<file path="src/design/rslr_pkg.sv">
package rslr_pkg;

  localparam int NCH          = 8;
  localparam int CHANNELS_DEF = 8;
  localparam int ROW_LIMIT_DEF = 4096;

  localparam logic [25:0] MARGIN_US  = 26'd1000;
  localparam logic [19:0] US_PER_S   = 20'd1000000;
  localparam logic [24:0] COARSE_RST = 25'd4096000;

  typedef enum logic [1:0] {
    REG_COARSE  = 2'd0,
    REG_FIRST   = 2'd1,
    REG_LAST    = 2'd2,
    REG_TRIGGER = 2'd3
  } reg_idx_e;

  typedef struct packed {
    logic [49:0]             start;
    logic [49:0]             stop;
    logic [NCH-1:0][23:0]    counts;
    logic [24:0]             expo;
    logic                    trig;
    logic                    seg;
  } bin_t;

  typedef struct packed {
    logic [49:0] start;
    logic [49:0] stop;
    logic        trig;
    logic        seg;
  } bin_tag_t;

endpackage

</file>
<file path="src/design/rslr_merge.sv">
module rslr_merge (
  input  logic                                 clk_i,
  input  logic                                 rst_ni,
  input  logic                                 load_i,
  input  rslr_pkg::bin_tag_t                   tag_i,
  input  logic [rslr_pkg::NCH-1:0][31:0]       rates_i,
  output logic                                 ready_o,
  output logic                                 m_axis_tvalid,
  input  logic                                 m_axis_tready,
  output logic [359:0]                         m_axis_tdata,
  output logic                                 m_axis_tlast,
  output logic                                 m_axis_tuser
);

  logic         valid_q;
  logic [359:0] data_q;
  logic         last_q;
  logic         user_q;

  assign ready_o = !valid_q || m_axis_tready;

  always_ff @(posedge clk_i or negedge rst_ni) begin
    if (!rst_ni) begin
      valid_q <= 1'b0;
    end else if (load_i) begin
      valid_q <= 1'b1;
    end else if (m_axis_tready) begin
      valid_q <= 1'b0;
    end
  end

  always_ff @(posedge clk_i) begin
    if (load_i) begin
      data_q <= {4'b0, rates_i, tag_i.stop, tag_i.start};
      last_q <= tag_i.seg;
      user_q <= tag_i.trig;
    end
  end

  assign m_axis_tvalid = valid_q;
  assign m_axis_tdata  = data_q;
  assign m_axis_tlast  = last_q;
  assign m_axis_tuser  = user_q;

endmodule

</file>
<file path="config.mk">
export PLATFORM = sky130hd
export DESIGN_NAME = rslr_merge
export DESIGN_NICKNAME = d
export VERILOG_FILES = /design/src/design/rslr_pkg.sv /design/src/design/rslr_merge.sv
export SDC_FILE = /design/constraint.sdc
export NUM_CORES = 1
export LEC_CHECK = 0
export ABC_AREA = 1
export ABC_CLOCK_PERIOD_IN_PS = 800
export BUFFER_PORTS_ARGS = -buffer_cell sky130_fd_sc_hd__buf_4
export CAP_MARGIN = 10
export CORE_AREA = 2 2 286 288
export CTS_CLUSTER_DIAMETER = 100
export DETAILED_ROUTE_END_ITERATION = 12
export DIE_AREA = 0 0 288 290
export SYNTH_ARGS = -nofsm -noshare
export SYNTH_HDL_FRONTEND = slang
export SYNTH_SLANG_ARGS = --single-unit
</file>
<file path="constraint.sdc">
create_clock -name clk_i -period 0.8 [get_ports clk_i]
set_input_delay 0.08 -clock clk_i [delete_from_list [all_inputs] [get_ports clk_i]]
set_output_delay 0.08 -clock clk_i [all_outputs]
set_load 0.03 [all_outputs]
</file>
==> impl_results.md, run 1 <==
- CP arrival: 1190 ps
- DR DRC count: 0
- Max Freq: 0.787 GHz
- 1st-iter DRT viols: 284
- Via count: 8467
- Combinational Power Share: 0.193
- Slew Viols, Final: 0
- Final nets: 1891
- Cells after synthesis: 368
- DIE AREA: 83500 um^2
- Net load switching power: 13300 uW
- Initial antenna violation count: 14
- Crit start category: flip-flop
- Final Cycle Share: 1.59
- Maximum Capacitance Violations: 0
- Floorplan die width: 288 um
- Finish-stage setup viols: 362
- Global placer's final weighted congestion: 0.897
- TritonCTS Sinks: 359
- Leak: 0.00983 uW
- Area share of the largest cell type after synthesis: 0.993
- Commonest non-fill, non-tap cell in the layout: buf_4
- Global Route Usage Sum: 0.102
- Worst clock skew: 0 ps
- CP cell instances: nand2_4 -> buf_6
- Layout cells sized above 1: 0.527
- Ports: 726
- First-pass GRT wire length: 62300 um
- Via/cell ratio: 3.22
- Largest cells by area after synthesis: edfxtp_1 99%, buf_4 0.28%, dfrtp_1 0.23%
- Fin Hold WS: -89.6 ps
- Floorplan row count: 104
- CTS clk-pin slew, worst paths: 60 ps
- DR pass1 iterations: 6
- Clock share of power: 0.357
- Pwr Density: 2130 nW/um^2
- Yosys reg bits: 359
- Yosys top cell by area: edfxtp_1
- Status: finished with violations
- Fillcell total: 7650
- Final core occ: 0.302
- Pin count of the biggest net entering global routing: 41
- CTS root buf: clkbuf_16
- Minimum clock period: 1270 ps
- Synth cell types: 6
- Num CTS Buffers: 41
- CTS tree: done
- Critical path peak fanout: 2
- Final Hold Vio Count: 1
- Overflow after GRT: 0
- Seq/Total Area, Yosys: 0.995
- Layout area overhead: 124%
- Routed len/inst: 17.4 um
- Avg Inst Size Synth: 29.4 um^2
- DRT Wirelength: 45600 um
- RSZ-0062 raised after global routing: yes
- Peak VDD IR: 1620 uV
- Internal cell power: 38300 uW
- Core region area: 80200 um^2
- Failing checks: negative hold slack, negative setup slack
- Post-synthesis cell area: 10800 um^2
- Detailed Place HPWL: 31500 um
- Worst path required time: 720 ps
- Starting Density: 0.135
- Number of H-tree levels: 2
- Sw Ratio: 0.257
- CP Capture Type: output port
- Vias in the first global route: 9469
- Chip height: 290 um
- Max stage delay on crit path: 430 ps
- Sequential share of power: 0.450
- Setup ws final: -470 ps
- Total Negative Setup Slacks: -134570 ps
- Yosys Warn Count: 0
- WS Path Type: reg2out
- Slowest-stage cell, CP: dfrtp_2
- Antenna Violating Nets Remaining: 0
- Most frequent cells in the layout: 392 x buf_4, 361 x dlygate4sd3_1, 360 x buf_6, 358 x edfxtp_1, 44 x clkbuf_16
- Max clock buf depth: 3
- Clock Latency Late Sink: 550 ps
- HP Class: in2reg
- IO Port Bufs: 721
-- power groups by stage --
| stage | logic, uW | registers (uW) | clock network, uW |
|---|---|---|---|
| 3_3_place_gp | 7500 | 23200 | 0 |
| 2_1_floorplan | 56.8 | 26200 | 0 |
| 5_1_grt | 10300 | 23300 | 19700 |
| 3_5_place_dp | 7520 | 23300 | 0 |
| 4_1_cts | 9880 | 23200 | 19000 |
| 6_report | 9930 | 23200 | 18400 |
-- stage by stage --
step | cell area (um^2) | setup slack [ps] | instances | total power (uW)
CTS | 24200 | -536 | 2620 | 52100
global route | 24200 | -524 | 2624 | 53400
floorplan | 10800 | 16.2 | 371 | 26300
finish | 24200 | -470 | 2626 | 51500
detailed placement | 17900 | -171 | 2183 | 30800
global placement | 17900 | -167 | 2183 | 30700
-- cells in the mapped netlist --
master,instances
conb_1,1
buf_4,4
edfxtp_1,358
inv_1,2
nand2_2,2
dfrtp_1,1
-- critical path, delay by kind of cell, from the launching register on --
| family | cells | cell delay [ps] |
|---|---|---|
| flip-flops | 1 | 430 |
| buffers and inverters | 1 | 130 |
| AND/OR/NAND/NOR | 1 | 80 |
-- cell type report --
class / count / area, um^2 / area share
clock inverters: 26 / 236 / 0.00976
repair buffers: 1119 / 10700 / 0.443
clock buffers: 49 / 1100 / 0.0453
well taps: 1060 / 1330 / 0.0547
flip-flops and latches: 359 / 10800 / 0.445
diodes: 5 / 12.5 / 0.000516
inverters: 2 / 7.51 / 0.000310
multi-input cells: 6 / 32.5 / 0.00134
-- path summary, 6_finish.rpt --
check | from | to | slack, ps | cells past startpoint
hold reg to reg | m_axis_tvalid | m_axis_tvalid | 660 | 3
max in group asynchronous | rst_ni | m_axis_tvalid | 290 | 3
min in group asynchronous | rst_ni | m_axis_tvalid | 380 | 3
setup reg to reg | m_axis_tvalid | m_axis_tvalid | 40 | 3
setup / recovery | m_axis_tvalid | ready_o | -470 | 2
hold / removal | m_axis_tready | m_axis_tvalid | -90 | 5
-- layer usage --
layer	GRT usage	up-vias	wire length, um
met4	0.0320	12	1140
met3	0.0392	63	4380
met2	0.190	475	23700
li1	-	3839	-
met1	0.104	4078	16400
met5	0	-	75
-- timing repair --
action                     in CTS  in global routing
buffers inserted                1                  0
hold buffers                  361                  1
setup endpoints to repair     360                528
gates cloned                    0                  1
resized for setup             360                  1
pin swaps                       1                  0
hold endpoints to repair      378                  3
-- cells by family (layout without fill, tap and decap cells) --
logic type,count (synthesis),count (layout),synth area share
buffers and inverters,6,1196,0.00347
and+or+nand+nor,2,2,0.00116
other,1,9,0.000346
DFF,359,359,0.995
-- flip-flops by register name, summed over array words and instances, names as in the netlist --
signal and count:
m_axis_tdata 356, m_axis_tlast 1, m_axis_tuser 1, m_axis_tvalid 1
(Power assumes the default switching activity.)
==> inputs of run 2 (changes only) <==
--- a/config.mk
+++ b/config.mk
@@ -6,13 +6,14 @@
 export NUM_CORES = 1
 export LEC_CHECK = 0
 export ABC_AREA = 1
-export ABC_CLOCK_PERIOD_IN_PS = 800
+export ABC_CLOCK_PERIOD_IN_PS = 1630
 export BUFFER_PORTS_ARGS = -buffer_cell sky130_fd_sc_hd__buf_4
 export CAP_MARGIN = 10
-export CORE_AREA = 2 2 286 288
+export CORE_AREA = 2 2 284 286
 export CTS_CLUSTER_DIAMETER = 100
 export DETAILED_ROUTE_END_ITERATION = 12
-export DIE_AREA = 0 0 288 290
+export DIE_AREA = 0 0 286 288
+export RECOVER_POWER = 100
 export SYNTH_ARGS = -nofsm -noshare
 export SYNTH_HDL_FRONTEND = slang
 export SYNTH_SLANG_ARGS = --single-unit
==> constraint.sdc (replaced) <==
create_clock -name clk_i -period 1.63 [get_ports clk_i]
set_input_delay 0.163 -clock clk_i [delete_from_list [all_inputs] [get_ports clk_i]]
set_output_delay 0.163 -clock clk_i [all_outputs]
set_load 0.03 [all_outputs]
==> run 2 against run 1 <==
The run now ends clean. Total power down 54%. Final area down 13%. Cell count is 0.95% lower. Critical path type is now in2reg.
==> impl_results.md, run 2 (synthesis results as in run 1) <==
- Status: finished clean
- IO Port Bufs: 721
- Pin count of the biggest net entering global routing: 48
- Most frequent cells in the layout: 374 x clkbuf_1, 361 x dlygate4sd3_1, 358 x edfxtp_1, 323 x clkbuf_4, 41 x clkbuf_16
- Max clock buf depth: 3
- Layout area overhead: 95.2%
- Slew Viols, Final: 0
- RSZ-0062 raised after global routing: no
- Total Negative Setup Slacks: 0 ps
- DR pass1 iterations: 4
- Worst Path Buf+Inv: 2
- Placed cells: 2172
- Fin Hold WS: 347 ps
- Via count: 8324
- Max Freq: 0.682 GHz
- CP cell instances: clkbuf_2 -> clkbuf_2
- Maximum Capacitance Violations: 0
- Number of flip-flops under the largest register name: 356
- Detailed Place HPWL: 29400 um
- Num CTS Buffers: 39
- DIE AREA: 82400 um^2
- Worst clock skew: 0 ps
- CTS root buf: clkbuf_16
- Worst path required time: 1850 ps
- DRT Wirelength: 41600 um
- Leak: 0.00782 uW
- Peak VDD IR: 774 uV
- Number of H-tree levels: 2
- Vias in the first global route: 9304
- Initial antenna violation count: 4
- # Post-CTS Setup Buffers: 0
- Overflow after GRT: 0
- Via/cell ratio: 3.20
- Chip height: 288 um
- DR DRC count: 0
- TritonCTS Sinks: 359
- Antenna diodes: 0
- Crit start category: primary input
- Max stage delay on crit path: 1040 ps
- Slowest-stage cell, CP: clkbuf_2
- Slew headroom: 0.00855
- Final core occ: 0.265
- Core region area: 79600 um^2
- HP Class: in2reg
- Slew @ Worst Pin: 1490 ps
- Delay-heaviest family, CP: buffers and inverters
- Final instance area: 21100 um^2
- CP arrival: 1690 ps
- Global Route Usage Sum: 0.0937
- Global placer's final weighted congestion: 0.937
- Finish-stage setup viols: 0
- CTS clk-pin slew, worst paths: 60 ps
- Clock Latency Late Sink: 540 ps
- Floorplan die width: 286 um
- Layout cells sized above 1: 0.281
- Post_cts resized: 0
- Final Cycle Share: 0.900
- Fin cells: 2601
- 1st-iter DRT viols: 244
- CP dominant cell by count: clkbuf_2
- Starting Density: 0.136
- Pwr Density: 1110 nW/um^2
- Area after DPL: 17800 um^2
- Antenna Violating Nets Remaining: 0
- Final Hold Vio Count: 0
- Final nets: 1876
- Minimum clock period: 1470 ps
- Floorplan row count: 104
- CP Capture Type: flip-flop
- CTS tree: done
- Ports: 726
- Commonest non-fill, non-tap cell in the layout: clkbuf_1
- Routed len/inst: 16.0 um
- WS Path Type: in2reg
- First-pass GRT wire length: 57500 um
- Critical path peak fanout: 34
## run 2: metrics by stage
stage	setup WS, ps	total power [uW]
floorplan	758	12900
global placement	417	15000
detailed placement	403	15100
CTS	187	24500
global route	102	24400
finish	163	23500
## run 2: final timing paths
path	startpoint	end	slack, ps	depth (start not counted)
worst max register to register	m_axis_tvalid	m_axis_tvalid	990	2
worst max-delay path	load_i	m_axis_tdata[39]	160	2
min in group asynchronous	rst_ni	m_axis_tvalid	500	3
worst min-delay path	tag_i[40]	m_axis_tdata[88]	350	2
worst min register to register	m_axis_tvalid	m_axis_tvalid	530	2
max in group asynchronous	rst_ni	m_axis_tvalid	1020	3
## run 2: power breakdown
group          total, uW  internal [uW]  switching [uW]  leakage [uW]
sequential         11200          11000             249       0.00351
clock               8600           5050            3550      0.000599
combinational       3700           1350            2350       0.00371
total              23500          17400            6160       0.00782
## run 2: area by class of cell
class | count | area, um^2
clock buffer | 48 | 1050
clock inverter | 20 | 179
fill | 8277 | 58500
inverter | 2 | 7.51
multi-input combinational | 6 | 27.5
sequential | 359 | 10800
tap | 1060 | 1330
timing repair buffer | 1106 | 7770
## run 2: routing by layer
layer	GRT usage	share of wire	vias up
li1	-	-	3785
met1	0.0947	0.35	3958
met2	0.167	0.51	495
met3	0.0413	0.11	82
met4	0.0395	0.037	4
met5	0	0.00060	-
## run 2: repair_timing
item / 4_1_cts / 5_1_grt
hold buffers: 361 / 0
hold endpoints to repair: 360 / 0
endpoints found under the setup margin: 0 / 0
