### src/design/rslr_pkg.sv
package rslr_pkg;

  localparam int NCH          = 8;
  localparam int CHANNELS_DEF = 8;
  localparam int ROW_LIMIT_DEF = 4096;

  localparam logic [25:0] MARGIN_US  = 26'd1000;
  localparam logic [19:0] US_PER_S   = 20'd1000000;
  localparam logic [24:0] COARSE_RST = 25'd4096000;

  typedef enum logic [1:0] {
    REG_COARSE  = 2'd0,
    REG_FIRST   = 2'd1,
    REG_LAST    = 2'd2,
    REG_TRIGGER = 2'd3
  } reg_idx_e;

  typedef struct packed {
    logic [49:0]             start;
    logic [49:0]             stop;
    logic [NCH-1:0][23:0]    counts;
    logic [24:0]             expo;
    logic                    trig;
    logic                    seg;
  } bin_t;

  typedef struct packed {
    logic [49:0] start;
    logic [49:0] stop;
    logic        trig;
    logic        seg;
  } bin_tag_t;

endpackage

### src/design/rslr_lane.sv
module rslr_lane (
  input  logic        clk_i,
  input  logic        rst_ni,
  input  logic        start_i,
  input  logic [23:0] counts_i,
  input  logic [24:0] expo_i,
  output logic        busy_o,
  output logic [31:0] rate_o
);

  typedef enum logic [1:0] {L_IDLE, L_MUL, L_DIV} lane_state_e;

  lane_state_e state_q;
  logic [43:0] prod_q;
  logic [24:0] expo_q;
  logic [24:0] rem_q;
  logic [31:0] sh_q;
  logic [31:0] quo_q;
  logic [3:0]  cnt_q;
  logic [31:0] rate_q;

  logic [25:0] t1, t2;
  logic [24:0] r1, r2;
  logic        q1, q2;

  // two restoring steps per cycle, remainder always below the exposure
  always_comb begin
    t1 = {rem_q, sh_q[31]};
    q1 = (t1 >= {1'b0, expo_q});
    r1 = q1 ? 25'(t1 - {1'b0, expo_q}) : t1[24:0];
    t2 = {r1, sh_q[30]};
    q2 = (t2 >= {1'b0, expo_q});
    r2 = q2 ? 25'(t2 - {1'b0, expo_q}) : t2[24:0];
  end

  always_ff @(posedge clk_i or negedge rst_ni) begin
    if (!rst_ni) begin
      state_q <= L_IDLE;
      prod_q  <= '0;
      expo_q  <= '0;
      rem_q   <= '0;
      sh_q    <= '0;
      quo_q   <= '0;
      cnt_q   <= '0;
      rate_q  <= '0;
    end else begin
      unique case (state_q)
        L_IDLE: begin
          if (start_i) begin
            prod_q  <= 44'(counts_i * rslr_pkg::US_PER_S);
            expo_q  <= expo_i;
            state_q <= L_MUL;
          end
        end
        L_MUL: begin
          // numerator is prod * 256; its top 20 bits decide overflow
          if (expo_q == '0 || {5'b0, prod_q[43:24]} >= expo_q) begin
            rate_q  <= '1;
            state_q <= L_IDLE;
          end else begin
            rem_q   <= {5'b0, prod_q[43:24]};
            sh_q    <= {prod_q[23:0], 8'b0};
            quo_q   <= '0;
            cnt_q   <= '0;
            state_q <= L_DIV;
          end
        end
        L_DIV: begin
          rem_q <= r2;
          sh_q  <= {sh_q[29:0], 2'b00};
          quo_q <= {quo_q[29:0], q1, q2};
          cnt_q <= cnt_q + 4'd1;
          if (cnt_q == 4'd15) begin
            rate_q  <= {quo_q[29:0], q1, q2};
            state_q <= L_IDLE;
          end
        end
        default: state_q <= L_IDLE;
      endcase
    end
  end

  assign busy_o = (state_q != L_IDLE);
  assign rate_o = rate_q;

endmodule

### config.mk
export PLATFORM = sky130hd
export DESIGN_NAME = rslr_lane
export DESIGN_NICKNAME = d
export VERILOG_FILES = /design/src/design/rslr_pkg.sv /design/src/design/rslr_lane.sv
export SDC_FILE = /design/constraint.sdc
export NUM_CORES = 1
export LEC_CHECK = 0
export BUFFER_PORTS_ARGS = -buffer_cell sky130_fd_sc_hd__buf_2
export CELL_PAD_IN_SITES_DETAIL_PLACEMENT = 1
export CELL_PAD_IN_SITES_GLOBAL_PLACEMENT = 2
export CORE_MARGIN = 2
export CORE_UTILIZATION = 40
export CTS_CLUSTER_DIAMETER = 60
export DETAILED_ROUTE_END_ITERATION = 7
export PLACE_DENSITY = 0.85
export SYNTH_ARGS = -nofsm -noshare
export SYNTH_HDL_FRONTEND = slang
export SYNTH_SLANG_ARGS = --single-unit
### constraint.sdc
create_clock -name clk_i -period 7.5 [get_ports clk_i]
set_clock_uncertainty 0.1 [all_clocks]
set_input_delay 0 -clock clk_i [delete_from_list [all_inputs] [get_ports clk_i]]
set_output_delay 0 -clock clk_i [all_outputs]
set_load 0.05 [all_outputs]
==> results of run 1 <==
## cells in the final DEF (no fill, tap or decap), types with 26 or more instances in the layout
cell type,n
o21ai_0,132
buf_2,83
a21oi_1,74
ha_1,200
xor2_1,26
fa_1,97
o22a_1,32
nand3_1,49
dlygate4sd3_1,30
xnor2_1,45
nand2_1,232
nor2_1,51
inv_1,177
mux2i_1,26
o21ai_1,29
a21o_1,39
dfrtp_1,174
## final cells by class
type | instances | area, um2
inverter | 178 | 668.1
sequential | 174 | 4354
clock buffer | 20 | 456.7
multi-input combinational | 1261 | 10250
clock inverter | 11 | 122.6
fill | 4520 | 21050
tap | 518 | 648.1
timing repair buffer | 127 | 824.5
antenna | 1 | 2.502
## worst register-to-register path: cells and delay by family (launching register included)
kind | cells | cell delay [ps]
DFF | 1 | 460
adders and majority gates | 3 | 990
muxes | 1 | 360
and+or+nand+nor | 5 | 650
buffers and inverters | 3 | 740
AOI/OAI and AO/OA | 11 | 3150
## registers in the layout, indices dropped and copies added, names as in the netlist
signal	cells
state_q	2
prod_q	38
rate_o	32
sh_q	18
rem_q	25
expo_q	25
quo_q	30
cnt_q	4
## cells by family after synthesis
| group | count (synthesis) |
|---|---|
| AOI/OAI and AO/OA | 427 |
| xor gates and xnor gates | 71 |
| adders and majority gates | 297 |
| buffers and inverters | 233 |
| DFF | 174 |
| muxes | 45 |
| and+or+nand+nor | 421 |
## stage by stage
step	setup WS, ps	area (um2)	util
2_1_floorplan	2268	15480	-
6_report	912.6	17330	0.4515
5_1_grt	519.2	17330	0.4515
4_1_cts	925.2	17320	0.4514
3_5_place_dp	927.1	16440	0.4285
3_3_place_gp	1111	16440	0.4285
## worst max path at each step
stage,endpoint,cells past startpoint,from,slack (ps)
2_1_floorplan,prod_q[35],21,counts_i[3],2270
3_3_place_gp,rem_q[1],21,expo_q[0],1110
3_5_place_dp,rem_q[1],23,expo_q[0],930
4_1_cts,rem_q[1],23,expo_q[0],930
5_1_grt,rem_q[1],22,expo_q[0],520
6_report,rem_q[1],23,expo_q[0],910
## what timing repair did
action / 4_1_cts / 5_1_grt
hold endpoints to repair: 127 / 0
setup buffers: 0 / 0
hold buffers: 30 / 0
## routing by layer
metal  share of wire  global-route usage  wire (um)
met5         0.00029                   0         13
met4           0.019             0.05979        833
met3           0.019             0.02078        850
met2            0.51              0.4113      22860
met1            0.45              0.2951      20010
==> impl_metrics.csv, run 1 <==
group,metric,value,unit
status,status,"completed",
synthesis,ys_seq_area_frac,0.2813,
clock_network,cts_tree,"done",
clock_network,htree_num_levels,4,
floorplan,coreArea,38380,um2
clock_network,clkSlewWorstSetupHoldPaths,70,ps
min_path,hold_path_end,"prod_q[10]",
min_path,whs_path_depth,5,
placed_design,hpwl,34860,um
timing,holdWs,84.99,ps
clock_network,cts_max_path_buffers,2,
route,wirelength,44570,um
flow_run,cap_viol_max_count,0,
route,drc,0,
floorplan,io-pin-count,85,
worst_setup_path,crit_arrival,6790,ps
synthesis,synth_adder_area_share,0.2871,
placed_design,portBuffers,84,
synthesis,yosysTopAreaCell,"dfrtp_1",
worst_setup_path,r2r_end,"rem_q[1]",
timing,slew_viol_final,0,
timing,rsz0062_at_grt,"false",
synthesis,synth_commonest_cells,"nand2_1, ha_1, inv_1",
timing,setup_viol_count_final,0,
clock_network,clk_latency,440,ps
synthesis,yosys-mux-area-fraction,0.03064,
min_path,hp-class,"in -> reg",
synthesis,ys.flop_type,"dfrtp_1",
floorplan,die_y,200.7,um
final_layout,drive_above_1_share,0.09656,
worst_setup_path,critPathMostFrequentCell,"nand2_1",
worst_setup_path,cp.buffers_inverters,3,
synthesis,synth_top_family_by_area,"adder cells",
final_layout,fin_nets,2108,
worst_setup_path,crit_path_end_kind,"flip-flop",
global_routing,grt_usage,0.2286,
clock_network,ctsRootBufferMaster,"clkbuf_16",
global_routing,grt-ovfl-total,0,
placed_design,numPlacedInstances,2228,
synthesis,netlist_top_cells_area,"dfrtp_1, ha_1, fa_1, nand2_1, inv_1",
synthesis,syn_area,15480,um2
min_path,worstHoldStart,"counts_i[4]",
worst_setup_path,cp_top_family,"compound AO/OA/AOI/OAI gates",
timing,period_share,0.8783,
global_routing,antenna_found_initial,3,
synthesis,synth_top_area_share,0.2813,
timing,max_clock_freq,0.1518,GHz
timing,report.final.hold_viol_count,0,
route,viasPerCell,5.448,
worst_setup_path,rr_worst_depth,23,
final_layout,layout.cells.non_filler,2290,
timing,slew_headroom,0.3109,
route,wl_per_cell,19.46,um
timing,fin_crit,6587,ps
global_routing,grt_pass1_wl,74160,um
synthesis,syn_area_per_cell,9.279,um2
worst_setup_path,cp_slowest_cell,"o221ai_4",
floorplan,row_count,72,
synthesis,synth_simple_gate_area_share,0.1210,
synthesis,ys_warn_count,0,
floorplan,die_x,200.7,um
timing,tightest_slew,1031,ps
worst_setup_path,path_class,"reg -> reg",
synthesis,synth_cells,1668,
route,drtIter0Drc,641,
timing,fin_setup_tns,0,ps
synthesis,synth.distinct_cells,74,
floorplan,dieArea,40280,um2
worst_setup_path,r2r_start,"expo_q[0]",
synthesis,yosys.cell_count.top_type,"nand2_1",
worst_setup_path,cp-start-kind,"flip-flop",
route,num_vias,12475,
global_routing,grt_max_degree,100,
synthesis,async_flop_share,1.000,
route,drtPass1Iterations,5,
synthesis,synth_xor_area_frac,0.04018,
worst_setup_path,slowest_delay,650,ps
synthesis,syn_nets,2017,
global_routing,grt_pass1_vias,13740,
floorplan,initial_core_util,0.4033,
worst_setup_path,cp_max_fo,24,
final_layout,syn2layout_area_growth,11.95,%
worst_setup_path,worst-endpoint-required,7700,ps
synthesis,synth_edf_count,0,
placed_design,place_congestion,0.8976,
worst_setup_path,r2r_setup_slack,910,ps
synthesis,synth-seq-cells,174,
clock_network,clkSinkCount,174,
clock_network,ctsResizeCount,0,
route,final_antenna_net_count,0,
synthesis,synth_compound_area_frac,0.1808,
clock_network,cts_buffers,17,
worst_setup_path,cp_cell_sequence,"ha_1, inv_1, fa_1, a21o_1, a221o_1, a31oi_2, o31ai_2, o21ai_4, inv_1, nand2_1, nand2_1, ha_1, a21oi_1, o21ai_2, a311oi_4, o32a_2, nand2b_1, and4_1, o221ai_4, buf_4, mux2_2, nand2_1, o21ai_1",
Power of run 1 is left out: the tool's default activity adds up to more than one toggle a clock period on the data nets, which glitch-free logic cannot reach.
==> inputs of run 2 (changes only) <==
- clock period: 7.5 -> 7.32 ns (I/O delays scaled with it)
==> impl_metrics.csv, run 2 (synthesis gave the netlist of run 1 again) <==
group,metric,value,unit
status,status,"completed",
timing,report.final.hold_viol_count,0,
route,drtIter0Drc,559,
worst_setup_path,cp_cell_sequence,"ha_1, inv_1, fa_1, a21o_1, a221o_1, a31oi_2, o31ai_2, o21ai_4, inv_1, nand2_1, nand2_1, ha_1, a21oi_1, o21ai_2, a311oi_4, o32a_2, nand2b_1, and4_1, o221ai_4, buf_4, mux2_2, nand2_1, o21ai_1",
clock_network,cts_max_path_buffers,2,
worst_setup_path,cp_slowest_cell,"o21ai_4",
final_layout,regMostFlops,"prod_q",
min_path,hp-class,"in -> reg",
route,wl_met3,1301,um
global_routing,grt_pass1_vias,13510,
route,num_vias,12507,
floorplan,die_x,200.7,um
route,drc,0,
floorplan,dieArea,40280,um2
clock_network,clkSlewWorstSetupHoldPaths,70,ps
worst_setup_path,path_class,"reg -> reg",
worst_setup_path,cp_max_fo,24,
timing,rsz0062_at_grt,"false",
timing,slew_viol_final,0,
worst_setup_path,worst-endpoint-required,7520,ps
worst_setup_path,cp-start-kind,"flip-flop",
placed_design,hpwl,34310,um
route,m1WireLength,19600,um
final_layout,layout_common_cells,"nand2_1, ha_1, inv_1, dfrtp_1, o21ai_0",
route,final_antenna_net_count,0,
global_routing,grt_max_degree,100,
timing,fin_setup_tns,0,ps
route,route.met2.wl,21920,um
clock_network,cts_buffers,17,
final_layout,fillers,4520,
floorplan,die_y,200.7,um
clock_network,clk_latency,440,ps
placed_design,place_congestion,0.8966,
final_layout,multi_input_area,10250,um2
timing,max_clock_freq,0.1525,GHz
final_layout,final_common_cell,"nand2_1",
route,wirelength,43970,um
floorplan,initial_core_util,0.4033,
final_layout,syn2layout_area_growth,12.13,%
route,wl_per_cell,19.19,um
placed_design,portBuffers,84,
worst_setup_path,crit_path_end_kind,"flip-flop",
clock_network,htree_num_levels,4,
worst_setup_path,r2r_setup_slack,760,ps
floorplan,io-pin-count,85,
global_routing,grt-ovfl-total,0,
timing,period_share,0.8960,
clock_network,ctsRootBufferMaster,"clkbuf_16",
worst_setup_path,critPathMostFrequentCell,"nand2_1",
final_layout,regArea,4354,um2
global_routing,grt_pass1_wl,72400,um
route,routed.top_layer,"met5",
route,viasPerCell,5.457,
timing,slew_headroom,0.2991,
route,drtPass1Iterations,4,
final_layout,fin_nets,2109,
timing,fin_crit,6559,ps
final_layout,drive_above_1_share,0.09757,
clock_network,cts_tree,"done",
global_routing,grt_usage,0.2240,
timing,tightest_slew,1049,ps
worst_setup_path,slowest_delay,660,ps
clock_network,clkSinkCount,174,
global_routing,antenna_found_initial,3,
timing,setup_viol_count_final,0,
floorplan,row_count,72,
timing,holdWs,108.4,ps
worst_setup_path,crit_arrival,6750,ps
flow_run,cap_viol_max_count,0,
final_layout,largest_reg_flops,38,
floorplan,coreArea,38380,um2
[run 2: per-layer routing]
metal / up-vias / global-route usage
met3: 68 / 0.02727
li1: 5979 / -
met1: 6279 / 0.2886
met4: 2 / 0.07196
met5: - / 0
met2: 179 / 0.3917
[run 2: layout make-up]
| cell class | count | share of cell area |
|---|---|---|
| antenna | 1 | 0.0001442 |
| clock buffer | 19 | 0.02552 |
| clock inverter | 13 | 0.009084 |
| inverter | 178 | 0.03850 |
| multi-input combinational | 1261 | 0.5906 |
| sequential | 174 | 0.2509 |
| tap | 518 | 0.03734 |
| timing repair buffer | 128 | 0.04794 |
[run 2: final timing paths]
path                                  start    endpoint  cells after the start
worst max-delay path              expo_q[0]    rem_q[1]                     23
worst min-delay path            counts_i[4]  prod_q[10]                      5
worst max register to register    expo_q[0]    rem_q[1]                     23
worst min register to register   prod_q[18]  prod_q[18]                      2
max in group asynchronous            rst_ni  prod_q[42]                      3
min in group asynchronous            rst_ni  rate_o[12]                      2
[run 2: timing repair]
action | 4_1_cts | 5_1_grt
hold endpoints to repair | 127 | 0
gates resized for setup | 0 | 0
hold buffers | 30 | 0
setup buffers | 0 | 0
[run 2: metrics by stage]
stage | instances | util | area [um2] | worst slack, ps
floorplan | 1668 | - | 15480 | 2088
global placement | 2229 | 0.4287 | 16450 | 933.0
detailed placement | 2229 | 0.4287 | 16450 | 747.4
CTS | 2291 | 0.4522 | 17350 | 741.5
global route | 2291 | 0.4522 | 17350 | 333.8
finish | 2292 | 0.4522 | 17360 | 761.2
[run 2: critical path, delay by kind of cell, from the launching register on]
family / cells / cell delay [ps]
AOI/OAI and AO/OA: 11 / 3120
adders and majority gates: 3 / 990
buffers and inverters: 3 / 750
and+or+nand+nor: 5 / 650
DFF: 1 / 450
muxes: 1 / 360
Power of run 2 is left out for the same reason.
==> inputs of run 3 (changes only) <==
- CORE_ASPECT_RATIO: unset -> 0.8
==> impl_metrics.csv, run 3 (synthesis gave the netlist of run 1 again) <==
group,metric,value,unit
worst_setup_path,cp-start-kind,"flip-flop",
route,wl_per_cell,19.79,um
timing,period_share,0.8587,
worst_setup_path,r2r_setup_slack,1030,ps
placed_design,placed_area,16420,um2
timing,report.final.hold_viol_count,0,
clock_network,cts_max_path_buffers,2,
clock_network,cts_buffers,17,
worst_setup_path,path_class,"reg -> reg",
route,wirelength,44880,um
final_layout,syn2layout_area_growth,11.90,%
final_layout,layout_common_cells,"nand2_1, ha_1, inv_1, dfrtp_1, o21ai_0",
route,viasPerCell,5.511,
global_routing,antenna_found_initial,0,
final_layout,largest_reg_flops,38,
flow_run,cap_viol_max_count,0,
floorplan,io-pin-count,85,
floorplan,coreArea,38200,um2
timing,setup_viol_count_final,0,
floorplan,die_x,223.9,um
timing,rsz0062_at_grt,"false",
clock_network,holdBufCountCts,30,
worst_setup_path,cp.buffers_inverters,3,
floorplan,die_y,179.9,um
floorplan,row_count,64,
final_layout,drive_above_1_share,0.09814,
final_layout,fillers,4429,
final_layout,regMostFlops,"prod_q",
route,drtIter0Drc,730,
timing,max_clock_freq,0.1591,GHz
route,drtPass1Iterations,4,
timing,tightest_slew,1029,ps
final_layout,final_common_cell,"nand2_1",
route,drc,0,
placed_design,hpwl,34420,um
worst_setup_path,crit_arrival,6530,ps
floorplan,dieArea,40290,um2
status,status,"completed",
route,num_vias,12500,
clock_network,clk_latency,460,ps
final_layout,diodes,0,
clock_network,clkSinkCount,174,
timing,slew_viol_final,0,
global_routing,grt-ovfl-total,0,
worst_setup_path,slowest_delay,610,ps
placed_design,portBuffers,84,
placed_design,place_congestion,0.8980,
timing,fin_ws,1034,ps
min_path,hp-class,"in -> async",
final_layout,fin_nets,2109,
final_layout,multi_input_area,10250,um2
global_routing,grt_pass1_wl,74090,um
worst_setup_path,r2r_end,"rem_q[15]",
clock_network,htree_num_levels,4,
clock_network,ctsRootBufferMaster,"clkbuf_16",
worst_setup_path,cp_top_family,"compound AO/OA/AOI/OAI gates",
worst_setup_path,crit_path_end_kind,"flip-flop",
global_routing,grt_max_degree,81,
clock_network,post_cts_buffers,0,
worst_setup_path,cp_max_fo,22,
worst_setup_path,cp_cell_sequence,"ha_1, inv_1, fa_1, a21o_1, a221o_1, a31oi_2, o31ai_2, o21ai_4, buf_4, mux2_2, ha_1, nand2_1, o21ai_2, a311oi_4, o32a_2, nand2b_1, and4_1, o221ai_4, buf_4, o21ai_1, a221oi_1",
timing,fin_crit,6286,ps
worst_setup_path,cp_slowest_cell,"o221ai_4",
worst_setup_path,r2r_start,"expo_q[0]",
floorplan,initial_core_util,0.4052,
global_routing,grt_pass1_vias,13326,
placed_design,preCtsSetupSlack,1101,ps
clock_network,ctsResizeCount,0,
clock_network,clkSlewWorstSetupHoldPaths,80,ps
global_routing,grt_usage,0.2310,
timing,slew_headroom,0.3132,
clock_network,cts_tree,"done",
final_layout,design_area,17320,um2
worst_setup_path,rr_worst_depth,21,
final_layout,regArea,4354,um2
timing,fin_setup_tns,0,ps
worst_setup_path,worst-endpoint-required,7560,ps
route,final_antenna_net_count,0,
-- run 3: area by class of cell --
type,count,share of cell area
inverters,178,0.03858
repair buffers,128,0.04804
flip-flops and latches,174,0.2514
multi-input cells,1261,0.5918
clock inverters,15,0.009825
well taps,495,0.03576
clock buffers,17,0.02456
-- run 3: how the worst max path moves through the flow --
| stage | cells after the start | start | slack [ps] | end |
|---|---|---|---|---|
| 6_report | 21 | expo_q[0] | 1030 | rem_q[15] |
| 5_1_grt | 20 | expo_q[17] | 680 | rem_q[7] |
| 4_1_cts | 21 | expo_q[0] | 1070 | rem_q[15] |
| 3_5_place_dp | 21 | expo_q[0] | 1100 | rem_q[15] |
| 3_3_place_gp | 19 | expo_q[17] | 1220 | rem_q[15] |
| 2_1_floorplan | 21 | counts_i[3] | 2090 | prod_q[35] |
-- run 3: routing by layer --
metal	part of all wire	wire length [um]	up-vias	global-route usage
met5	0	0	-	0
met4	0.011	509	0	0.04827
met3	0.026	1164	34	0.02321
met2	0.45	20340	178	0.3647
met1	0.51	22870	6293	0.3434
li1	-	-	5995	-
-- run 3: per-stage QoR --
stage                     instances  hold WS [ps]    util
after floorplan                1668        -395.6       -
after global routing           2268         79.54  0.4534
final                          2268         4.012  0.4534
after global placement         2206        -40.55  0.4300
after CTS                      2268         43.06  0.4534
after detailed placement       2206        -40.80  0.4300
Power of run 3 is left out for the same reason.
